## config.mk

```make
export PLATFORM = sky130hd
export DESIGN_NAME = cpu_clock_frequency_meter
export DESIGN_NICKNAME = d
export VERILOG_FILES = /design/src/rtl/cfm_pkg.sv /design/src/rtl/cpu_clock_frequency_meter.sv /design/src/rtl/cfm_dp.sv /design/src/rtl/cfm_ctrl.sv
export SDC_FILE = /design/constraint.sdc
export NUM_CORES = 1
export LEC_CHECK = 0
export BUFFER_PORTS_ARGS = -buffer_cell sky130_fd_sc_hd__buf_2
export CAP_MARGIN = 20
export CORE_MARGIN = 2
export CORE_UTILIZATION = 35
export DETAILED_ROUTE_END_ITERATION = 8
export PLACE_DENSITY = 0.63
export SLEW_MARGIN = 40
export SYNTH_ARGS = -nofsm -noshare
export SYNTH_HDL_FRONTEND = slang
export SYNTH_SLANG_ARGS = --single-unit
```

## constraint.sdc

```tcl
create_clock -name clk -period 7.67 [get_ports clk]
set_clock_uncertainty 0.05 [all_clocks]
set_input_delay 0 -clock clk [delete_from_list [all_inputs] [get_ports clk]]
set_output_delay 0 -clock clk [all_outputs]
set_load 0.02 [all_outputs]
```

## src/rtl/cfm_pkg.sv

```systemverilog
// Shared constants, types and codes of the clock frequency meter.
package cfm_pkg;

	localparam int FIELD_W = 32;
	localparam int TICK_W = 16;
	localparam int CFG_IDX_W = 2;
	localparam int DEF_TIME_WIDTH = 32;
	localparam int DEF_CYCLE_WIDTH = 32;

	localparam logic [FIELD_W-1:0] REF_FREQ_RESET = 32'd32768;
	localparam logic [TICK_W-1:0] TICK_COUNT_RESET = 16'd10;

	localparam logic [CFG_IDX_W-1:0] REG_REF_FREQ = 2'd0;
	localparam logic [CFG_IDX_W-1:0] REG_TICK_COUNT = 2'd1;

	typedef enum logic [5:0] {
		S_IDLE = 6'b000001,
		S_WAIT_EDGE = 6'b000010,
		S_MEASURE = 6'b000100,
		S_DIV = 6'b001000,
		S_FRAC = 6'b010000,
		S_FINISH = 6'b100000
	} state_t;

	typedef struct packed {
		logic capture_first;
		logic capture_edge;
		logic load_div;
		logic div_step;
		logic frac_step;
		logic load_out;
	} cmd_t;

	typedef struct packed {
		logic ref_changed;
		logic window_done;
		logic step_last;
		logic out_free;
	} status_t;

endpackage

```

## src/rtl/cpu_clock_frequency_meter.sv

```systemverilog
// Top level of the clock frequency meter: controller, datapath and configuration port.
// Samples that do not end a window are taken back to back.
// A sample that ends a window stalls the input until its result beat is loaded: CYCLE_WIDTH
// steps of the restoring divider, then two steps per reference frequency bit of the shared
// subtract unit, then the load of the result once the result register is free.
// Reset clears the state machine and the result valid and loads the registers' reset values.
module cpu_clock_frequency_meter #(
	parameter int TIME_WIDTH = cfm_pkg::DEF_TIME_WIDTH,
	parameter int CYCLE_WIDTH = cfm_pkg::DEF_CYCLE_WIDTH
) (
	input  logic clk,
	input  logic arst_n,
	input  logic in_valid,
	output logic in_stall,
	input  logic start_req,
	input  logic [cfm_pkg::FIELD_W-1:0] ref_time,
	input  logic [cfm_pkg::FIELD_W-1:0] cycle_count,
	output logic out_valid,
	input  logic out_stall,
	output logic [cfm_pkg::FIELD_W-1:0] cpu_freq_hz,
	output logic saturated,
	input  logic cfg_valid,
	output logic cfg_ready,
	input  logic [cfm_pkg::CFG_IDX_W-1:0] cfg_index,
	input  logic [cfm_pkg::FIELD_W-1:0] cfg_data
);

	cfm_pkg::cmd_t cmd;
	cfm_pkg::status_t status;

	assign cfg_ready = 1'b1;

	cfm_ctrl u_ctrl (
		.clk(clk),
		.arst_n(arst_n),
		.in_valid(in_valid),
		.start_req(start_req),
		.status(status),
		.cmd(cmd),
		.in_stall(in_stall)
	);

	cfm_dp #(
		.TIME_WIDTH(TIME_WIDTH),
		.CYCLE_WIDTH(CYCLE_WIDTH)
	) u_dp (
		.clk(clk),
		.arst_n(arst_n),
		.cmd(cmd),
		.status(status),
		.ref_time(ref_time),
		.cycle_count(cycle_count),
		.cfg_wr(cfg_valid && cfg_ready),
		.cfg_index(cfg_index),
		.cfg_data(cfg_data),
		.out_stall(out_stall),
		.out_valid(out_valid),
		.cpu_freq_hz(cpu_freq_hz),
		.saturated(saturated)
	);

endmodule

```

## src/rtl/cfm_dp.sv

```systemverilog
// Datapath of the clock frequency meter: counter captures, divider, scaling and result register.
module cfm_dp #(
	parameter int TIME_WIDTH = cfm_pkg::DEF_TIME_WIDTH,
	parameter int CYCLE_WIDTH = cfm_pkg::DEF_CYCLE_WIDTH
) (
	input  logic clk,
	input  logic arst_n,
	input  cfm_pkg::cmd_t cmd,
	output cfm_pkg::status_t status,
	input  logic [cfm_pkg::FIELD_W-1:0] ref_time,
	input  logic [cfm_pkg::FIELD_W-1:0] cycle_count,
	input  logic cfg_wr,
	input  logic [cfm_pkg::CFG_IDX_W-1:0] cfg_index,
	input  logic [cfm_pkg::FIELD_W-1:0] cfg_data,
	input  logic out_stall,
	output logic out_valid,
	output logic [cfm_pkg::FIELD_W-1:0] cpu_freq_hz,
	output logic saturated
);

	localparam int TW = TIME_WIDTH;
	localparam int CW = CYCLE_WIDTH;
	localparam int FW = cfm_pkg::FIELD_W;
	localparam int QW = (CW > FW) ? CW : FW;
	localparam int NSTEP = (CW > 2 * FW) ? CW : 2 * FW;
	localparam int CNT_W = $clog2(NSTEP);
	localparam int FBIT_W = $clog2(FW);

	logic [FW-1:0] ref_freq_q;
	logic [cfm_pkg::TICK_W-1:0] tick_count_q;
	logic [TW-1:0] first_ref_q;
	logic [TW-1:0] edge_ref_q;
	logic [CW-1:0] edge_cyc_q;
	logic [CNT_W-1:0] cnt_q;
	logic out_valid_q;
	logic [FW-1:0] out_freq_q;
	logic out_sat_q;

	logic [TW-1:0] dm_q;
	logic [CW-1:0] dvd_q;
	logic [TW-1:0] rem_q;
	logic [TW-1:0] r_q;
	logic [FW-1:0] acc_q;
	logic sticky_q;

	logic [TW-1:0] rt_w;
	logic [CW-1:0] cc_w;
	logic [TW-1:0] dm_w;
	logic [CW-1:0] dc_w;
	logic [cfm_pkg::TICK_W-1:0] ticks_w;
	logic shift_in;
	logic add_phase;
	logic [TW:0] s_dbl;
	logic [TW:0] s_add;
	logic [TW:0] s_w;
	logic ge;
	logic [TW:0] s_red;
	logic fbit;
	logic [FW:0] dbl_sum;
	logic [QW:0] add_sum;

	assign rt_w = TW'(ref_time);
	assign cc_w = CW'(cycle_count);
	assign dm_w = rt_w - edge_ref_q;
	assign dc_w = cc_w - edge_cyc_q;
	assign ticks_w = (tick_count_q == '0) ? cfm_pkg::TICK_W'(1) : tick_count_q;

	assign status.ref_changed = (rt_w != first_ref_q);
	assign status.window_done = (dm_w >= TW'(ticks_w));
	assign status.step_last = (cnt_q == '0);
	assign status.out_free = !out_valid_q || !out_stall;

	// One conditional subtract serves both the long division and the scaling.
	assign add_phase = cmd.frac_step && !cnt_q[0];
	assign shift_in = cmd.div_step ? dvd_q[CW-1] : 1'b0;
	assign s_dbl = {rem_q, shift_in};
	assign s_add = {1'b0, rem_q} + {1'b0, r_q};
	assign s_w = add_phase ? s_add : s_dbl;
	assign ge = (s_w >= {1'b0, dm_q});
	assign s_red = ge ? (s_w - {1'b0, dm_q}) : s_w;
	assign fbit = ref_freq_q[cnt_q[FBIT_W:1]];
	assign dbl_sum = {acc_q, 1'b0} + (FW+1)'(ge);
	assign add_sum = (QW+1)'(acc_q) + (QW+1)'(dvd_q) + (QW+1)'(ge);

	always_ff @(posedge clk or negedge arst_n) begin
		if (!arst_n) begin
			ref_freq_q <= cfm_pkg::REF_FREQ_RESET;
			tick_count_q <= cfm_pkg::TICK_COUNT_RESET;
			first_ref_q <= '0;
			edge_ref_q <= '0;
			edge_cyc_q <= '0;
			cnt_q <= '0;
			out_valid_q <= 1'b0;
		end else begin
			if (cfg_wr) begin
				case (cfg_index)
					cfm_pkg::REG_REF_FREQ: ref_freq_q <= cfg_data;
					cfm_pkg::REG_TICK_COUNT: tick_count_q <= cfg_data[cfm_pkg::TICK_W-1:0];
					default: ;
				endcase
			end
			if (cmd.capture_first) begin
				first_ref_q <= rt_w;
			end
			if (cmd.capture_edge) begin
				edge_ref_q <= rt_w;
				edge_cyc_q <= cc_w;
			end
			if (cmd.load_div) begin
				cnt_q <= CNT_W'(CW - 1);
			end else if (cmd.div_step && cnt_q == '0) begin
				cnt_q <= CNT_W'(2 * FW - 1);
			end else if (cmd.div_step || cmd.frac_step) begin
				cnt_q <= cnt_q - CNT_W'(1);
			end
			if (cmd.load_out) begin
				out_valid_q <= 1'b1;
			end else if (!out_stall) begin
				out_valid_q <= 1'b0;
			end
		end
	end

	always_ff @(posedge clk) begin
		if (cmd.load_div) begin
			dm_q <= dm_w;
			dvd_q <= dc_w;
			rem_q <= '0;
		end else if (cmd.div_step) begin
			dvd_q <= {dvd_q[CW-2:0], ge};
			if (cnt_q == '0) begin
				r_q <= s_red[TW-1:0];
				rem_q <= '0;
				acc_q <= '0;
				sticky_q <= 1'b0;
			end else begin
				rem_q <= s_red[TW-1:0];
			end
		end else if (cmd.frac_step) begin
			if (!add_phase) begin
				rem_q <= s_red[TW-1:0];
				acc_q <= dbl_sum[FW-1:0];
				sticky_q <= sticky_q | dbl_sum[FW];
			end else if (fbit) begin
				rem_q <= s_red[TW-1:0];
				acc_q <= add_sum[FW-1:0];
				sticky_q <= sticky_q | (|add_sum[QW:FW]);
			end
		end
		if (cmd.load_out) begin
			out_freq_q <= sticky_q ? '1 : acc_q;
			out_sat_q <= sticky_q;
		end
	end

	assign out_valid = out_valid_q;
	assign cpu_freq_hz = out_freq_q;
	assign saturated = out_sat_q;

endmodule

```

## src/rtl/cfm_ctrl.sv

```systemverilog
// Controller state machine of the clock frequency meter.
module cfm_ctrl (
	input  logic clk,
	input  logic arst_n,
	input  logic in_valid,
	input  logic start_req,
	input  cfm_pkg::status_t status,
	output cfm_pkg::cmd_t cmd,
	output logic in_stall
);

	cfm_pkg::state_t state_q;
	cfm_pkg::state_t state_nxt;
	logic take;

	assign in_stall = (state_q == cfm_pkg::S_DIV) || (state_q == cfm_pkg::S_FRAC)
		|| (state_q == cfm_pkg::S_FINISH);
	assign take = in_valid && !in_stall;

	always_comb begin
		state_nxt = state_q;
		cmd = '0;
		case (state_q)
			cfm_pkg::S_IDLE: begin
				if (take && start_req) begin
					cmd.capture_first = 1'b1;
					state_nxt = cfm_pkg::S_WAIT_EDGE;
				end
			end
			cfm_pkg::S_WAIT_EDGE: begin
				if (take && start_req) begin
					cmd.capture_first = 1'b1;
				end else if (take && status.ref_changed) begin
					cmd.capture_edge = 1'b1;
					state_nxt = cfm_pkg::S_MEASURE;
				end
			end
			cfm_pkg::S_MEASURE: begin
				if (take && start_req) begin
					cmd.capture_first = 1'b1;
					state_nxt = cfm_pkg::S_WAIT_EDGE;
				end else if (take && status.window_done) begin
					cmd.load_div = 1'b1;
					state_nxt = cfm_pkg::S_DIV;
				end
			end
			cfm_pkg::S_DIV: begin
				cmd.div_step = 1'b1;
				if (status.step_last) begin
					state_nxt = cfm_pkg::S_FRAC;
				end
			end
			cfm_pkg::S_FRAC: begin
				cmd.frac_step = 1'b1;
				if (status.step_last) begin
					state_nxt = cfm_pkg::S_FINISH;
				end
			end
			cfm_pkg::S_FINISH: begin
				if (status.out_free) begin
					cmd.load_out = 1'b1;
					state_nxt = cfm_pkg::S_IDLE;
				end
			end
			default: begin
				state_nxt = cfm_pkg::S_IDLE;
			end
		endcase
	end

	always_ff @(posedge clk or negedge arst_n) begin
		if (!arst_n) begin
			state_q <= cfm_pkg::S_IDLE;
		end else begin
			state_q <= state_nxt;
		end
	end

endmodule

```

==> results of run 1 <==
[metrics by stage]
stage	util, %	area [um^2]	TNS, ns	setup slack (ns)	hold WS [ns]
2_1_floorplan	-	23500	0	0.0318	-0.346
3_3_place_gp	38.0	25100	0	0.0698	0.0812
3_5_place_dp	38.1	25200	-0.0712	-0.0415	0.0917
4_1_cts	41.7	27500	0	0.000379	0.0390
5_1_grt	42.1	27800	0	0.0428	0.0942
6_report	42.1	27800	0	0.340	0.0876
[per-layer routing]
layer,track usage (%),wire length (um)
met1,23.4,28600
met2,28.7,28700
met3,2.50,3150
met4,5.53,1690
met5,0,12
[layout make-up]
class / instances / area (um^2)
fillers: 6331 / 38300
multi-input cells: 1824 / 13300
flip-flops and latches: 351 / 9440
clock inverters: 18 / 234
inverters: 169 / 642
repair buffers: 275 / 2030
clock buffers: 56 / 1120
well taps: 864 / 1080
[report_power, final]
| part | internal (mW) | switching (mW) | total [mW] |
|---|---|---|---|
| Clock | 1.20 | 0.792 | 1.99 |
| Combinational | 2.08 | 2.90 | 4.98 |
| Sequential | 2.53 | 0.266 | 2.80 |
| Total | 5.81 | 3.96 | 9.77 |
[worst reg2reg max path, delay by kind of cell (launching register included)]
kind            cells  cell delay, ns
fa+ha+maj           3            0.82
buf+inv             2            0.20
xor+xnor            1            0.16
compound gates     17            3.51
flops               1            0.42
simple gates        7            1.90
[layout by cell type, fill, tap and decap left out, types with 52 or more instances in the layout]
cell type / synthesis / layout
nand2_1: 261 / 260
a21oi_1: 178 / 174
o21ai_0: 175 / 170
ha_1: 175 / 168
inv_1: 167 / 166
edfxtp_1: 162 / 162
dfrtp_1: 153 / 153
buf_2: 11 / 137
nor2_1: 124 / 123
xnor2_1: 106 / 106
dlygate4sd3_1: 0 / 101
mux2_2: 94 / 94
nand3_1: 88 / 86
xor2_1: 60 / 60
a21o_1: 52 / 52
[logic make-up (layout without fill, tap and decap cells)]
family | after synthesis | after routing | share of synthesized area [%]
AND/OR/NAND/NOR | 697 | 697 | 14.1
adder cells (fa/ha/maj) | 181 | 181 | 9.83
other | 1 | 1 | 0.0160
XOR/XNOR | 166 | 166 | 6.19
flip-flops | 351 | 351 | 40.2
buffers and inverters | 261 | 518 | 4.54
AO/OA/AOI/OAI | 634 | 634 | 17.5
multiplexers | 145 | 145 | 7.62
[how the worst min path moves through the flow]
stage | from | endpoint | slack [ns]
after floorplan | arst_n | u_ctrl.state_q[1] | -0.35
after global placement | arst_n | u_dp.edge_cyc_q[12] | 0.08
after detailed placement | arst_n | u_dp.edge_cyc_q[12] | 0.09
after CTS | cfg_index[1] | u_dp.ref_freq_q[10] | 0.04
after global routing | cfg_index[1] | u_dp.ref_freq_q[10] | 0.09
final | cfg_index[1] | u_dp.ref_freq_q[16] | 0.09
[what timing repair did]
item	CTS	global route
gates resized for setup	2	39
hold buffers	100	1
setup buffers	0	3
pin swaps	0	12
endpoints found under the setup margin	3	11
hold endpoints to repair	257	23
==> summary.md, run 1 <==
| Metric | Value |
|---|---|
| Bufs and invs on worst path | 2 |
| DIE HEIGHT | 263 um |
| Synth top area cells | edfxtp_1 (21%), dfrtp_1 (16%), ha_1 (9.3%) |
| Die Area | 69200 um^2 |
| Largest net degree at the start of global routing | 96 |
| Final Max Tran Viols | 0 |
| CP Data Required Time | ~7.9 ns |
| Vias in the first global route | around 19000 |
| Initial antenna violation count | 1 |
| Syn. warnings | 0 |
| Placed cells | 3377 |
| Area grow syn2layout | 18.4% |
| Predominant post-synthesis flop cell | edfxtp_1 |
| Crit path arrival time | around 7.6 ns |
| Slowest-stage cell, CP | or4_4 |
| Post-DRT Antenna Nets | 0 |
| Period utilisation layout | 95.6% |
| Num ports | between 100 and 150 |
| Fraction of layout cells with a size suffix above 1 | a little under a fifth |
| Mean post-synth cell area | ~9.6 um^2 |
| Min-Delay Path Class | in -> reg |
| Crit. End Element | flop |
| Yosys top cell by area | edfxtp_1 |
| Drt first pass iters | 5 |
| Clk_lat worst skew | ~0.56 ns |
| Distinct cells, synth | 89 |
| Total power | 9.77 mW |
| P_leak | 11.6 nW |
| Diode count | 0 |
| Site row count | 94 |
| CTS tree | yes |
| # Max-Cap Violations | 0 |
| Most numerous cell in the Yosys netlist | nand2_1 |
| Total CTS buffers | 40 |
| CTS Sinks | 351 |
| First-pass GRT wire length | 99000 um |
| DRT iter0 DRCs | approximately 1400 |
| Register area share after synthesis | approximately two fifths |
| CP Class | reg -> reg |
| Critical register-to-register path startpoint | u_dp.r_q[7] |
| Max FO, Critical Path | 5 |
| CP max stage delay | roughly 0.56 ns |
| Status | completed |
| Cells after Synth | about 2400 |
| CP startpoint | u_dp.r_q[7] |
| WHS Path Cells | 4 |
| Slew HR | 43.8% |
| Number of flops mapped to enable cells by yosys | around 160 |
| Clk buf depth | 3 |
| Flop and latch count out of synthesis | ~350 |
| Max frequency | 136 MHz |
| Final min period | 7.33 ns |
| Peak supply drop | 0.000182 V |
| Mapped Nets | 2721 |
| Gpl congestion | approximately 0.9 |
| Via density | 5.35 |
| Post-Route WL | ~62000 um |
| Total GRT Usage | 17.4% |
| R2R depth | 30 |
| Nature of the critical path startpoint | flop |
| Top cells by count, synth | nand2_1 (261), a21oi_1 (178), ha_1 (175), o21ai_0 (175), inv_1 (167) |
| NumNets Final | 2946 |
| Cell depth of the worst setup path | 30 |
| Fin cells | 3557 |
| RR Endpoint | u_dp.acc_q[31] |
| PwrDens | about 350 nW/um^2 |
| Core Box Area | 66100 um^2 |
| Initial Util | 35.6% |
| Final setup viols | 0 |
| Port Buf Inserts | 138 |
| Clock transition at the registers of the reported paths | around 0.060 ns |
| R2R Setup Slk | 0.34 ns |
| Clock H-tree levels | 2 |
| Least-Margin Pin Slew | 0.843 ns |
| Die X-Extent | about 260 um |
| Delay-heaviest family, CP | compound AO/OA/AOI/OAI gates |
| Critical Path Sink | u_dp.acc_q[31] |
| CTS Root Cell | clkbuf_16 |
| Remaining DRCs | 0 |
| Via count | 19038 |
| Synthesized area | 23500 um^2 |
| DPL Wire Length | around 45000 um |
| Async SR Flop Fraction | around 45% |
| WL/cell | 17.5 um |
| Fin. Hold Viols | 0 |
| Total grt overflow | 0 |
| RSZ-0062 raised after global routing | no |
| Area share of the largest cell type after synthesis | 20.7% |
(Power assumes the default switching activity.)
==> run 2, diff against run 1 <==
- CORE_ASPECT_RATIO: default -> 1.25
==> run 2 against run 1 <==
  * The run now ends with negative hold slack left
  * Sequential power about the same
  * Sequential share of layout area down 0.094 points
  * Via count down 1.8%
  * Register-to-register slack about the same
==> summary.md, run 2 (synthesized netlist as in run 1, its figures left out) <==
| Metric | Value |
|---|---|
| Commonest non-fill, non-tap cell in the layout | nand2_1 |
| Final min period | 7.33 ns (-0.00415 ns) |
| Core Box Area | 66700 um^2 (+0.93%) |
| Remaining DRCs | 0 (unchanged) |
| Total CTS buffers | 38 (-5.0%) |
| Crit path arrival time | 7.67 ns (+0.10 ns) |
| First-pass GRT wire length | 96600 um (-2.4%) |
| CTS Root Cell | clkbuf_16 |
| Fraction of layout cells with a size suffix above 1 | 18.8% (+0.71 points) |
| Vias in the first global route | 18277 (-1.6%) |
| CP max stage delay | 0.57 ns (about the same) |
| Slowest-stage cell, CP | or4_4 |
| Peak supply drop | 0.000186 V (+2.1%) |
| Hold WS | -0.0133 ns (-0.101 ns) |
| CTS Sinks | 351 (unchanged) |
| NumNets Final | 2963 (+0.58%) |
| Clock transition at the registers of the reported paths | 0.06 ns (about the same) |
| DRT iter0 DRCs | 1147 (-18%) |
| Most frequent cells in the layout | nand2_1 (260), a21oi_1 (174), ha_1 (171) |
| DIE HEIGHT | 294 um (+12%) |
| Total negative slack | 0 ns (unchanged) |
| Final Max Tran Viols | 0 (unchanged) |
| Num ports | 140 (unchanged) |
| Post-Route WL | 60100 um (-3.3%) |
| Least-Margin Pin Slew | 0.839 ns (-0.00389 ns) |
| Initial Util | 35.2% (-0.33 points) |
| CP Data Required Time | 8.02 ns (+0.11 ns) |
| Final setup viols | 0 (unchanged) |
| Status | finished with violations |
| Period utilisation layout | 95.5% (about the same) |
| Site row count | 106 (+13%) |
| CTS tree | yes |
| Clock H-tree levels | 2 (unchanged) |
| Via count | 18701 (-1.8%) |
| # Max-Cap Violations | 0 (unchanged) |
| Die Area | 69200 um^2 (about the same) |
| Gpl congestion | 0.857 (-1.9%) |
| Max frequency | 136 MHz (about the same) |
| WL/cell | 16.8 um (-3.7%) |
| P_leak | 11.7 nW (+0.74%) |
| Area grow syn2layout | 18.7% |
| Largest net degree at the start of global routing | 96 (unchanged) |
| Crit. End Element | flop |
| Drt first pass iters | 5 (unchanged) |
| Clk_lat worst skew | 0.57 ns (about the same) |
| Min-Delay Path Class | in -> async |
| Clk buf depth | 3 (unchanged) |
| Fin. Hold Viols | 31 (+31) |
| DPL Wire Length | 44100 um (-2.1%) |
| Total grt overflow | 0 (unchanged) |
| Max FO, Critical Path | 4 (-1) |
| Die X-Extent | 236 um (-10%) |
| Port Buf Inserts | 138 (unchanged) |
| Initial antenna violation count | 3 (+2) |
| Total power | 9.72 mW (-0.54%) |
| Total GRT Usage | 17.1% (-0.29 points) |
| PwrDens | 348 nW/um^2 (-0.82%) |
| Nature of the critical path startpoint | flop |
| Failing checks | negative hold slack |
| Slew HR | 44.1% (+0.26 points) |
| Post-DRT Antenna Nets | 0 (unchanged) |
| Via density | 5.23 (-2.2%) |
| CP Class | reg -> reg |
-- run 2: changes by cell type in the layout (fill, tap and decap cells not counted), sizes merged --
| cell | before | now |
|---|---|---|
| inv | 171 | 173 |
| clkinvlp | 0 | 2 |
| buf | 173 | 192 |
| diode | 0 | 2 |
| clkbuf | 57 | 52 |
| bufinv | 5 | 4 |
| clkinv | 11 | 9 |
-- run 2: where the power goes --
group | switching [mW] | internal [mW] | total (mW)
Clock | 0.815 | 1.19 | 2.01
Combinational | 2.82 | 2.10 | 4.92
Sequential | 0.254 | 2.53 | 2.79
Total | 3.89 | 5.83 | 9.72
-- run 2: worst max-delay path: cells and delay by family (launching register included) --
family                     cells  cell delay, ns
DFF                            1            0.37
muxes                          1            0.31
AOI/OAI and AO/OA             18            3.39
xor gates and xnor gates       1            0.14
and+or+nand+nor                6            1.34
buffers and inverters          2            0.17
adders and majority gates      4            1.36
-- run 2: cell type report --
type / count / area (um^2)
Clock buffer: 51 / 1140
Multi-Input combinational cell: 1824 / 13200
Sequential cell: 351 / 9440
Clock inverter: 19 / 224
Antenna cell: 2 / 5.00
Tap cell: 864 / 1080
Fill cell: 6422 / 38800
Inverter: 169 / 644
Timing Repair Buffer: 294 / 2160
-- run 2: worst paths after layout --
kind,from,endpoint,slack (ns),depth (start not counted)
min,arst_n,u_dp.first_ref_q[13],-0.01,2
max reg2reg,u_dp.r_q[7],u_dp.sticky_q,0.34,32
min reg2reg,u_dp.rem_q[9],u_dp.rem_q[9],0.42,2
max,u_dp.r_q[7],u_dp.sticky_q,0.34,32
max in group asynchronous,arst_n,u_dp.edge_cyc_q[24],6.39,3
min in group clk,cfg_valid,u_dp.tick_count_q[0],-0.01,3
-- run 2: layer usage --
layer	GRT usage [%]	vias to the layer above	share of wire (%)
met5	0	-	0.022
met2	28.6	427	47
met3	2.41	111	4.4
met4	6.26	2	3.3
met1	22.5	8872	46
li1	-	9289	-
-- run 2: metrics by stage --
step                cells  util, %  instance area [um^2]  hold slack (ns)  setup WS (ns)
floorplan            2436        -                 23500           -0.346         0.0318
global placement     3393     37.9                 25300           0.0588         0.0529
detailed placement   3398     38.0                 25400           0.0581         0.0809
CTS                  3569     41.6                 27700          0.00170        0.00967
global route         3574     41.8                 27900           0.0131        -0.0230
finish               3574     41.8                 27900          -0.0133          0.344
-- run 2: timing repair --
| item | 4_1_cts | 5_1_grt |
|---|---|---|
| hold buffers | 101 | 0 |
| hold endpoints to repair | 255 | 0 |
| buffers inserted | 0 | 2 |
| endpoints found under the setup margin | 0 | 11 |
| gates resized for setup | 0 | 31 |
